[src/rtl/pidq_pkg.sv]
// Package for the packed ID queue: sizes, operation codes and transaction structs.
package pidq_pkg;

    localparam int DEPTH   = 16;
    localparam int ID_BITS = 8;
    localparam int CNT_W   = $clog2(DEPTH + 1);

    localparam int KIND_W  = 2;
    localparam int TID_W   = 8;
    localparam int RID_W   = 8;
    localparam int OCNT_W  = 5;

    typedef enum logic [KIND_W-1:0] {
        OP_INSERT = 2'd0,
        OP_REMOVE = 2'd1,
        OP_POP    = 2'd2,
        OP_CLEAR  = 2'd3
    } kind_t;

    typedef struct packed {
        kind_t             kind;
        logic [TID_W-1:0]  task_id;
    } in_item_t;

    typedef struct packed {
        logic [RID_W-1:0]  removed_id;
        logic              ok;
        logic              empty_res;
        logic [OCNT_W-1:0] count;
    } out_item_t;

endpackage

[src/rtl/packed_id_queue_with_removal_unit.sv]
// Top level of the packed ID wait queue with insert, remove by value, pop and clear.
//
//  channel | ports                   | payload
//  --------+-------------------------+---------------------------------------
//  input   | s_valid s_ready s_data  | in_item_t  {kind, task_id}
//  result  | m_valid m_ready m_data  | out_item_t {removed_id, ok, empty_res, count}
//
// One transaction per cycle while the result is not stalled: an item waits in the
// input register, then the queue update and its result are computed from the entry
// registers and captured together; m_valid rises when that result is registered.
// aresetn (synchronous) empties the queue and drops any pending transaction.
// A stalled result holds the pass; the input register still takes one item meanwhile.
module packed_id_queue_with_removal_unit
    import pidq_pkg::*;
(
    input  logic      aclk,
    input  logic      aresetn,
    input  logic      s_valid,
    output logic      s_ready,
    input  in_item_t  s_data,
    output logic      m_valid,
    input  logic      m_ready,
    output out_item_t m_data
);

    logic                in_valid_reg;
    in_item_t            in_reg;
    logic                out_valid_reg;
    out_item_t           out_reg;

    logic [ID_BITS-1:0]  entries_reg [DEPTH];
    logic [ID_BITS-1:0]  entries_next [DEPTH];
    logic [DEPTH-1:0]    valid_reg;
    logic [DEPTH-1:0]    valid_next;
    logic [CNT_W-1:0]    count_reg;
    logic [CNT_W-1:0]    count_next;

    logic                advance;
    logic [ID_BITS-1:0]  id;
    logic [DEPTH-1:0]    match;
    logic [DEPTH-1:0]    shift;
    logic [DEPTH-1:0]    first;
    logic [DEPTH-1:0]    ins_slot;
    logic [ID_BITS-1:0]  removed;
    logic                ok;
    out_item_t           res;

    assign advance = in_valid_reg && (!out_valid_reg || m_ready);
    assign s_ready = !in_valid_reg || advance;
    assign m_valid = out_valid_reg;
    assign m_data  = out_reg;
    assign id      = ID_BITS'(in_reg.task_id);

    // match and gap-closing masks
    always_comb begin
        for (int i = 0; i < DEPTH; i++) begin
            match[i]    = valid_reg[i] && (entries_reg[i] == id);
            ins_slot[i] = !valid_reg[i] && ((i == 0) || valid_reg[(i == 0) ? 0 : i - 1]);
        end
        shift[0] = match[0];
        first[0] = match[0];
        for (int i = 1; i < DEPTH; i++) begin
            shift[i] = shift[i-1] | match[i];
            first[i] = match[i] & !shift[i-1];
        end
    end

    always_comb begin
        logic [ID_BITS-1:0] hit_id;
        logic [DEPTH-1:0]   sh;
        hit_id = '0;
        for (int i = 0; i < DEPTH; i++) begin
            hit_id = hit_id | (entries_reg[i] & {ID_BITS{first[i]}});
        end
        entries_next = entries_reg;
        valid_next   = valid_reg;
        count_next   = count_reg;
        removed      = '0;
        ok           = 1'b0;
        sh           = '0;
        case (in_reg.kind)
            OP_INSERT: begin
                if (!valid_reg[DEPTH-1]) begin
                    ok = 1'b1;
                    count_next = count_reg + CNT_W'(1);
                    for (int i = 0; i < DEPTH; i++) begin
                        if (ins_slot[i]) begin
                            entries_next[i] = id;
                            valid_next[i]   = 1'b1;
                        end
                    end
                end
            end
            OP_REMOVE: begin
                if (shift[DEPTH-1]) begin
                    ok      = 1'b1;
                    removed = hit_id;
                    sh      = shift;
                    count_next = count_reg - CNT_W'(1);
                end
            end
            OP_POP: begin
                if (valid_reg[0]) begin
                    ok      = 1'b1;
                    removed = entries_reg[0];
                    sh      = '1;
                    count_next = count_reg - CNT_W'(1);
                end
            end
            OP_CLEAR: begin
                ok         = 1'b1;
                valid_next = '0;
                count_next = '0;
            end
            default: begin
                ok = 1'b0;
            end
        endcase
        // close the gap: move later entries forward
        for (int i = 0; i < DEPTH - 1; i++) begin
            if (sh[i]) begin
                entries_next[i] = entries_reg[i+1];
                valid_next[i]   = valid_reg[i+1];
            end
        end
        if (sh[DEPTH-1]) begin
            valid_next[DEPTH-1] = 1'b0;
        end
    end

    always_comb begin
        res.removed_id = RID_W'(removed);
        res.ok         = ok;
        res.empty_res  = (count_next == '0);
        res.count      = OCNT_W'(count_next);
    end

    always_ff @(posedge aclk) begin
        if (!aresetn) begin
            in_valid_reg  <= 1'b0;
            out_valid_reg <= 1'b0;
            valid_reg     <= '0;
            count_reg     <= '0;
        end else begin
            if (s_ready) begin
                in_valid_reg <= s_valid;
            end
            if (advance) begin
                out_valid_reg <= 1'b1;
                valid_reg     <= valid_next;
                count_reg     <= count_next;
            end else if (m_ready) begin
                out_valid_reg <= 1'b0;
            end
        end
    end

    always_ff @(posedge aclk) begin
        if (s_valid && s_ready) begin
            in_reg <= s_data;
        end
        if (advance) begin
            out_reg     <= res;
            entries_reg <= entries_next;
        end
    end

`ifndef NO_ASSERTIONS
    a_count_bound: assert property (@(posedge aclk) disable iff (!aresetn)
        count_reg <= CNT_W'(DEPTH))
        else $error("queue count beyond depth");

    a_count_valid: assert property (@(posedge aclk) disable iff (!aresetn)
        $countones(valid_reg) == int'(count_reg))
        else $error("count disagrees with valid slots");

    a_packed: assert property (@(posedge aclk) disable iff (!aresetn)
        ((valid_reg + DEPTH'(1)) & valid_reg) == '0)
        else $error("valid slots are not packed from the head");

    a_clear: assert property (@(posedge aclk) disable iff (!aresetn)
        advance && (in_reg.kind == OP_CLEAR) |=> (count_reg == '0) && m_valid)
        else $error("clear left entries behind");

    a_result: assert property (@(posedge aclk) disable iff (!aresetn)
        advance |=> m_valid && (m_data.empty_res == (count_reg == '0)))
        else $error("result missing or empty flag wrong");
`endif

endmodule

[config.mk]
export PLATFORM = sky130hd
export DESIGN_NAME = packed_id_queue_with_removal_unit
export DESIGN_NICKNAME = d
export VERILOG_FILES = /design/src/rtl/pidq_pkg.sv /design/src/rtl/packed_id_queue_with_removal_unit.sv
export SDC_FILE = /design/constraint.sdc
export NUM_CORES = 1
export LEC_CHECK = 0
export ABC_AREA = 0
export BUFFER_PORTS_ARGS = -buffer_cell sky130_fd_sc_hd__buf_4
export CAP_MARGIN = 20
export CORE_ASPECT_RATIO = 0.7
export CORE_MARGIN = 2
export CORE_UTILIZATION = 57
export DETAILED_ROUTE_END_ITERATION = 16
export GPL_ROUTABILITY_DRIVEN = 0
export PLACE_DENSITY = 0.74
export SLEW_MARGIN = 0
export SYNTH_ARGS = -nofsm -noshare
export SYNTH_HDL_FRONTEND = slang
export SYNTH_SLANG_ARGS = --single-unit
[constraint.sdc]
create_clock -name aclk -period 2.85 [get_ports aclk]
set_input_delay 0.1425 -clock aclk [delete_from_list [all_inputs] [get_ports aclk]]
set_output_delay 0.1425 -clock aclk [all_outputs]
set_load 0.02 [all_outputs]
==> flow_summary.html <==
<table>
<tr><th>Metric</th><th>Value</th></tr>
<tr><th colspan="2">Status</th></tr>
<tr><td>Outcome</td><td>complete, but fails checks</td></tr>
<tr><td>Failing checks</td><td>setup timing</td></tr>
<tr><th colspan="2">Setup path</th></tr>
<tr><td>Worst Setup SP</td><td>id[1]$_DFFE_PP_</td></tr>
<tr><td>Signal arrival time at the worst endpoint</td><td>3.42 ns</td></tr>
<tr><td>Data required time at the worst endpoint</td><td>3.15 ns</td></tr>
<tr><td>Total buffers and inverters traversed by the critical path</td><td>4</td></tr>
<tr><td>Type of element launching the critical path</td><td>flip-flop</td></tr>
<tr><td>Stage delay of the slowest cell on the critical path</td><td>0.44 ns</td></tr>
<tr><td>Internal reg-to-reg setup slack</td><td>-0.27 ns</td></tr>
<tr><td>List of cells traversed by the critical path</td><td>buf_4, xnor2_1, nand4_1, nor3_1, buf_4, nor4_4, buf_4, nand3b_1, buf_4, nor4_4, nand2_1, o211ai_1, o31a_1</td></tr>
<tr><td>Total stage count of the critical path</td><td>13</td></tr>
<tr><td>Cell with the most instances on the worst path</td><td>sky130_fd_sc_hd__buf_4</td></tr>
<tr><td>FF-to-FF Start</td><td>id[1]$_DFFE_PP_</td></tr>
<tr><td>Critical path class</td><td>flip-flop to flip-flop</td></tr>
<tr><td>Worst Path Max Fanout</td><td>4</td></tr>
<tr><td>Kind of capture point of the worst setup path</td><td>flip-flop</td></tr>
<tr><td>Reg-to-Reg End</td><td>m_data[12]$_DFFE_PP_</td></tr>
<tr><td>R2R cell count</td><td>13</td></tr>
<tr><td>Delay-heaviest family, CP</td><td>simple AND/OR/NAND/NOR gates</td></tr>
<tr><td>Crit-path slowest cell</td><td>sky130_fd_sc_hd__edfxtp_1</td></tr>
<tr><th colspan="2">GRT</th></tr>
<tr><td>Antenna violations before repair</td><td>0</td></tr>
<tr><td>GRT met2 Usage</td><td>54.7%</td></tr>
<tr><td>First-pass GRT wire length</td><td>59,800 µm</td></tr>
<tr><td>Overall overflow remaining after global route</td><td>0</td></tr>
<tr><td>Via count of the first global-routing pass</td><td>9,937</td></tr>
<tr><td>Maximum number of pins on one net before global-route repair</td><td>31</td></tr>
<tr><td>Total routing resource utilization after global routing</td><td>39.5%</td></tr>
<tr><td>Most utilized layer in the global route result</td><td>met1</td></tr>
<tr><td>Met3 track demand over resource in global routing</td><td>17.2%</td></tr>
<tr><td>Global routing usage on met1</td><td>55.8%</td></tr>
<tr><th colspan="2">Yosys</th></tr>
<tr><td>Top cells by count, synth</td><td>153 x sky130_fd_sc_hd__edfxtp_1, 151 x sky130_fd_sc_hd__nand2_1, 123 x sky130_fd_sc_hd__xnor2_1</td></tr>
<tr><td>Simple-gate portion of the synthesized area</td><td>15.4%</td></tr>
<tr><td>Async S/R FF share, synth</td><td>0%</td></tr>
<tr><td>Ranking of synthesized cells by area</td><td>sky130_fd_sc_hd__edfxtp_1 41%, sky130_fd_sc_hd__xnor2_1 9.7%, sky130_fd_sc_hd__mux2_2 6.4%, sky130_fd_sc_hd__nand2_1 5.1%, sky130_fd_sc_hd__dfxtp_1 4.1%</td></tr>
<tr><td>Unique cell type count in the Yosys netlist</td><td>76</td></tr>
<tr><td>Synth area leader</td><td>sky130_fd_sc_hd__edfxtp_1</td></tr>
<tr><td>Synthesized-area fraction occupied by adder cells</td><td>0.673%</td></tr>
<tr><td>Dominant combinational cell family by area after synthesis</td><td>compound AO/OA/AOI/OAI gates</td></tr>
<tr><td>Cells after synthesis</td><td>1,119</td></tr>
<tr><td>Compound-cell area share of the yosys netlist</td><td>16.8%</td></tr>
<tr><td>Parity-gate share of the synthesized area counting xor and xnor cells</td><td>10.1%</td></tr>
<tr><td>Post-Synthesis Net Count</td><td>1,139</td></tr>
<tr><td>Register area share after synthesis</td><td>45.3%</td></tr>
<tr><td>Number of warnings issued by yosys</td><td>0</td></tr>
<tr><td>Mapped Avg Cell Area</td><td>9.96 µm²</td></tr>
<tr><td>Total of flip-flops plus latches after synthesis</td><td>176</td></tr>
<tr><td>Proportion of synthesized area in mux cells</td><td>7.08%</td></tr>
<tr><td>Syn Std Cell Area</td><td>11,100 µm²</td></tr>
<tr><td>Number of flops mapped to enable cells by yosys</td><td>153</td></tr>
<tr><td>Top-area cell type share of the netlist area</td><td>41.2%</td></tr>
<tr><td>Top FF cell, synth</td><td>sky130_fd_sc_hd__edfxtp_1</td></tr>
<tr><td>Leading cell type by number of instances after synthesis</td><td>sky130_fd_sc_hd__edfxtp_1</td></tr>
<tr><th colspan="2">Final layout</th></tr>
<tr><td>Count of filler cells inserted in the layout</td><td>1,186</td></tr>
<tr><td>Layout overhead on the synthesized area</td><td>31.7%</td></tr>
<tr><td>Max reg flops</td><td>128</td></tr>
<tr><td>Fraction of the core area covered by cells at the end of the flow</td><td>77.2%</td></tr>
<tr><td>Fraction of layout instances using a drive strength above 1</td><td>34.6%</td></tr>
<tr><td>Finished Cell Area</td><td>14,700 µm²</td></tr>
<tr><td>Number of nets in the final layout</td><td>1,361</td></tr>
<tr><th colspan="2">STA</th></tr>
<tr><td>Pins Over Slew Limit</td><td>0</td></tr>
<tr><td>Setup repair after global routing missed its margin</td><td>true</td></tr>
<tr><td>Period minus WS final</td><td>3.12 ns</td></tr>
<tr><td>Final Hold Vio Count</td><td>0</td></tr>
<tr><td>Setup WS post-layout</td><td>-0.273 ns</td></tr>
<tr><td>Max-Slew Margin vs Limit</td><td>49.5%</td></tr>
<tr><td>Maximum clock rate</td><td>320 MHz</td></tr>
<tr><td>Setup violations, final</td><td>163</td></tr>
<tr><td>Layout Skew</td><td>0.0184 ns</td></tr>
<tr><td>Worst Max-Slew Pin Slew</td><td>0.755 ns</td></tr>
<tr><td>Part of the cycle the worst path needs</td><td>110%</td></tr>
<tr><th colspan="2">Floorplanning</th></tr>
<tr><td>Width of the chip</td><td>171 µm</td></tr>
<tr><td>Number of placed I/O pins</td><td>31</td></tr>
<tr><td>Std-Cell Rows</td><td>42</td></tr>
<tr><td>Die outline height</td><td>121 µm</td></tr>
<tr><td>Core region area</td><td>19,000 µm²</td></tr>
<tr><td>Die area</td><td>20,700 µm²</td></tr>
<tr><td>Starting Density</td><td>58.6%</td></tr>
<tr><th colspan="2">Drt</th></tr>
<tr><td>Ratio of routed vias to standard cells</td><td>6.75</td></tr>
<tr><td>Antenna Nets Post-Route</td><td>0</td></tr>
<tr><td>Number of DRC markers in iteration 0</td><td>2,098</td></tr>
<tr><td>Wirelength per Cell</td><td>25.9 µm</td></tr>
<tr><td>Routed wire length</td><td>41,900 µm</td></tr>
<tr><td>Vias after detailed routing</td><td>10,900</td></tr>
<tr><td>Detailed-router iteration count before antenna repair</td><td>9</td></tr>
<tr><td>DRC errors left</td><td>0</td></tr>
<tr><th colspan="2">Clock network</th></tr>
<tr><td>Clock buffers created by TritonCTS</td><td>17</td></tr>
<tr><td>Insertion delay of the later-clocked pin in the worst-skew pair</td><td>0.46 ns</td></tr>
<tr><td>Clock slew at the register clock pins of the worst setup and hold paths</td><td>0.08 ns</td></tr>
<tr><td>Root buf cell</td><td>sky130_fd_sc_hd__clkbuf_16</td></tr>
<tr><td>Max clock buf depth</td><td>2</td></tr>
<tr><td>Total number of H-tree levels</td><td>4</td></tr>
<tr><td>TritonCTS clock tree</td><td>done</td></tr>
<tr><td>Clock Sinks</td><td>176</td></tr>
<tr><th colspan="2">Placement</th></tr>
<tr><td>Setup WS pre-CTS</td><td>-0.423 ns</td></tr>
<tr><td>Dpl cell area</td><td>13,100 µm²</td></tr>
<tr><td>PortBufs</td><td>30</td></tr>
<tr><td>Final HPWL DP</td><td>29,100 µm</td></tr>
<tr><th colspan="2">Power and ir drop</th></tr>
<tr><td>Maximum vdd drop</td><td>0.633 mV</td></tr>
<tr><td>Power density over the cells</td><td>421 nW/µm²</td></tr>
<tr><td>Leak</td><td>0.00552 µW</td></tr>
<tr><th colspan="2">Hold path</th></tr>
<tr><td>Min-delay worst type</td><td>input pin to flip-flop</td></tr>
<tr><td>Number of cells on the worst hold path</td><td>4</td></tr>
<tr><td>Hold path endpoint</td><td>m_valid$_SDFFE_PN0P_</td></tr>
<tr><td>Hold Path Origin</td><td>m_ready</td></tr>
<tr><th colspan="2">Run</th></tr>
<tr><td>Max-Cap Viols</td><td>0</td></tr>
</table>
-- worst max path at each step --
stage | end | slack [ns]
floorplan | entries_reg[48]$_DFFE_PP_ | 0.01
global placement | m_data[11]$_DFFE_PP_ | -0.28
detailed placement | m_data[11]$_DFFE_PP_ | -0.42
CTS | entries_reg[65]$_DFFE_PP_ | -0.04
global route | m_data[9]$_DFFE_PP_ | -0.33
finish | m_data[12]$_DFFE_PP_ | -0.27
-- layout by cell type, fill, tap and decap left out, types with 9 or more instances in the layout --
cell type                         n
sky130_fd_sc_hd__nor3_1          13
sky130_fd_sc_hd__edfxtp_1       153
sky130_fd_sc_hd__a22o_1           9
sky130_fd_sc_hd__nor3_2          13
sky130_fd_sc_hd__buf_6           25
sky130_fd_sc_hd__nand2_1        150
sky130_fd_sc_hd__nor2_1          56
sky130_fd_sc_hd__buf_4          222
sky130_fd_sc_hd__a21o_1          10
sky130_fd_sc_hd__nand4_1         18
sky130_fd_sc_hd__xnor2_2         17
sky130_fd_sc_hd__dlygate4sd3_1   12
sky130_fd_sc_hd__and2_1          11
sky130_fd_sc_hd__mux2_2          59
sky130_fd_sc_hd__xnor2_1        102
sky130_fd_sc_hd__dfxtp_1         23
sky130_fd_sc_hd__o21ai_0         64
sky130_fd_sc_hd__inv_1           19
sky130_fd_sc_hd__clkbuf_16       17
sky130_fd_sc_hd__a21oi_1         71
sky130_fd_sc_hd__nand2b_1         9
sky130_fd_sc_hd__nand3b_1         9
sky130_fd_sc_hd__a211o_1          9
sky130_fd_sc_hd__nand3_1         19
sky130_fd_sc_hd__a21oi_2         11
sky130_fd_sc_hd__buf_12          17
sky130_fd_sc_hd__a31oi_1         13
sky130_fd_sc_hd__o21ai_1         19
-- power by group --
group / internal, µW / switching [µW] / leakage [µW] / total (µW)
Sequential: 2850 / 54.5 / 0.00161 / 2910
Combinational: 382 / 513 / 0.00362 / 895
Clock: 1240 / 1140 / 0.000285 / 2370
-- kinds of logic after synthesis --
| family | after synthesis |
|---|---|
| simple gates | 352 |
| compound gates | 288 |
| flops | 176 |
| xor+xnor | 129 |
| buf+inv | 97 |
| mux | 71 |
| fa+ha+maj | 6 |
-- per-layer routing --
layer  share of wire, %  routed length [µm]
met2                 41               17100
met5              0.064                  27
met1                 37               15600
met3                 18                7660
met4                3.8                1610
-- per-stage QoR --
step / hold WS (ns) / std cells / TNS, ns / total power [µW]
final: 0.0156 / 1619 / -18.00 / 6180
after global routing: 0.0665 / 1618 / -28.83 / 6310
after CTS: 0.0189 / 1607 / -0.386 / 6070
after detailed placement: 0.322 / 1546 / -21.46 / 3710
after global placement: 0.321 / 1546 / -16.25 / 3700
after floorplan: 0.241 / 1119 / 0 / 3420
-- area by class of cell --
type	count	area, µm²	area share, %
diodes	1	2.50	0.0170
clock buffers	18	429	2.92
clock inverters	14	153	1.04
inverters	19	71.3	0.486
multi-input cells	846	6160	42.0
flip-flops and latches	176	5050	34.4
well taps	264	330	2.25
repair buffers	281	2480	16.9
-- worst register-to-register path, stage by stage, from the launching register on --
cell and delay (ns):
sky130_fd_sc_hd__edfxtp_1 0.44, sky130_fd_sc_hd__buf_4 0.18, sky130_fd_sc_hd__xnor2_1 0.13, sky130_fd_sc_hd__nand4_1 0.14
sky130_fd_sc_hd__nor3_1 0.06, sky130_fd_sc_hd__buf_4 0.15, sky130_fd_sc_hd__nor4_4 0.29, sky130_fd_sc_hd__buf_4 0.20
sky130_fd_sc_hd__nand3b_1 0.26, sky130_fd_sc_hd__buf_4 0.26, sky130_fd_sc_hd__nor4_4 0.37, sky130_fd_sc_hd__nand2_1 0.12
sky130_fd_sc_hd__o211ai_1 0.14, sky130_fd_sc_hd__o31a_1 0.22
-- what timing repair did --
item                                   4_1_cts  5_1_grt
pin swaps                                   22       13
buffers inserted                            15       10
gates cloned                                 3        1
endpoints found under the hold margin       12        0
setup endpoints to repair                  164      191
gates resized for setup                     64       79
hold buffers                                12        0
Note: power is estimated with default switching activity, not from simulation.
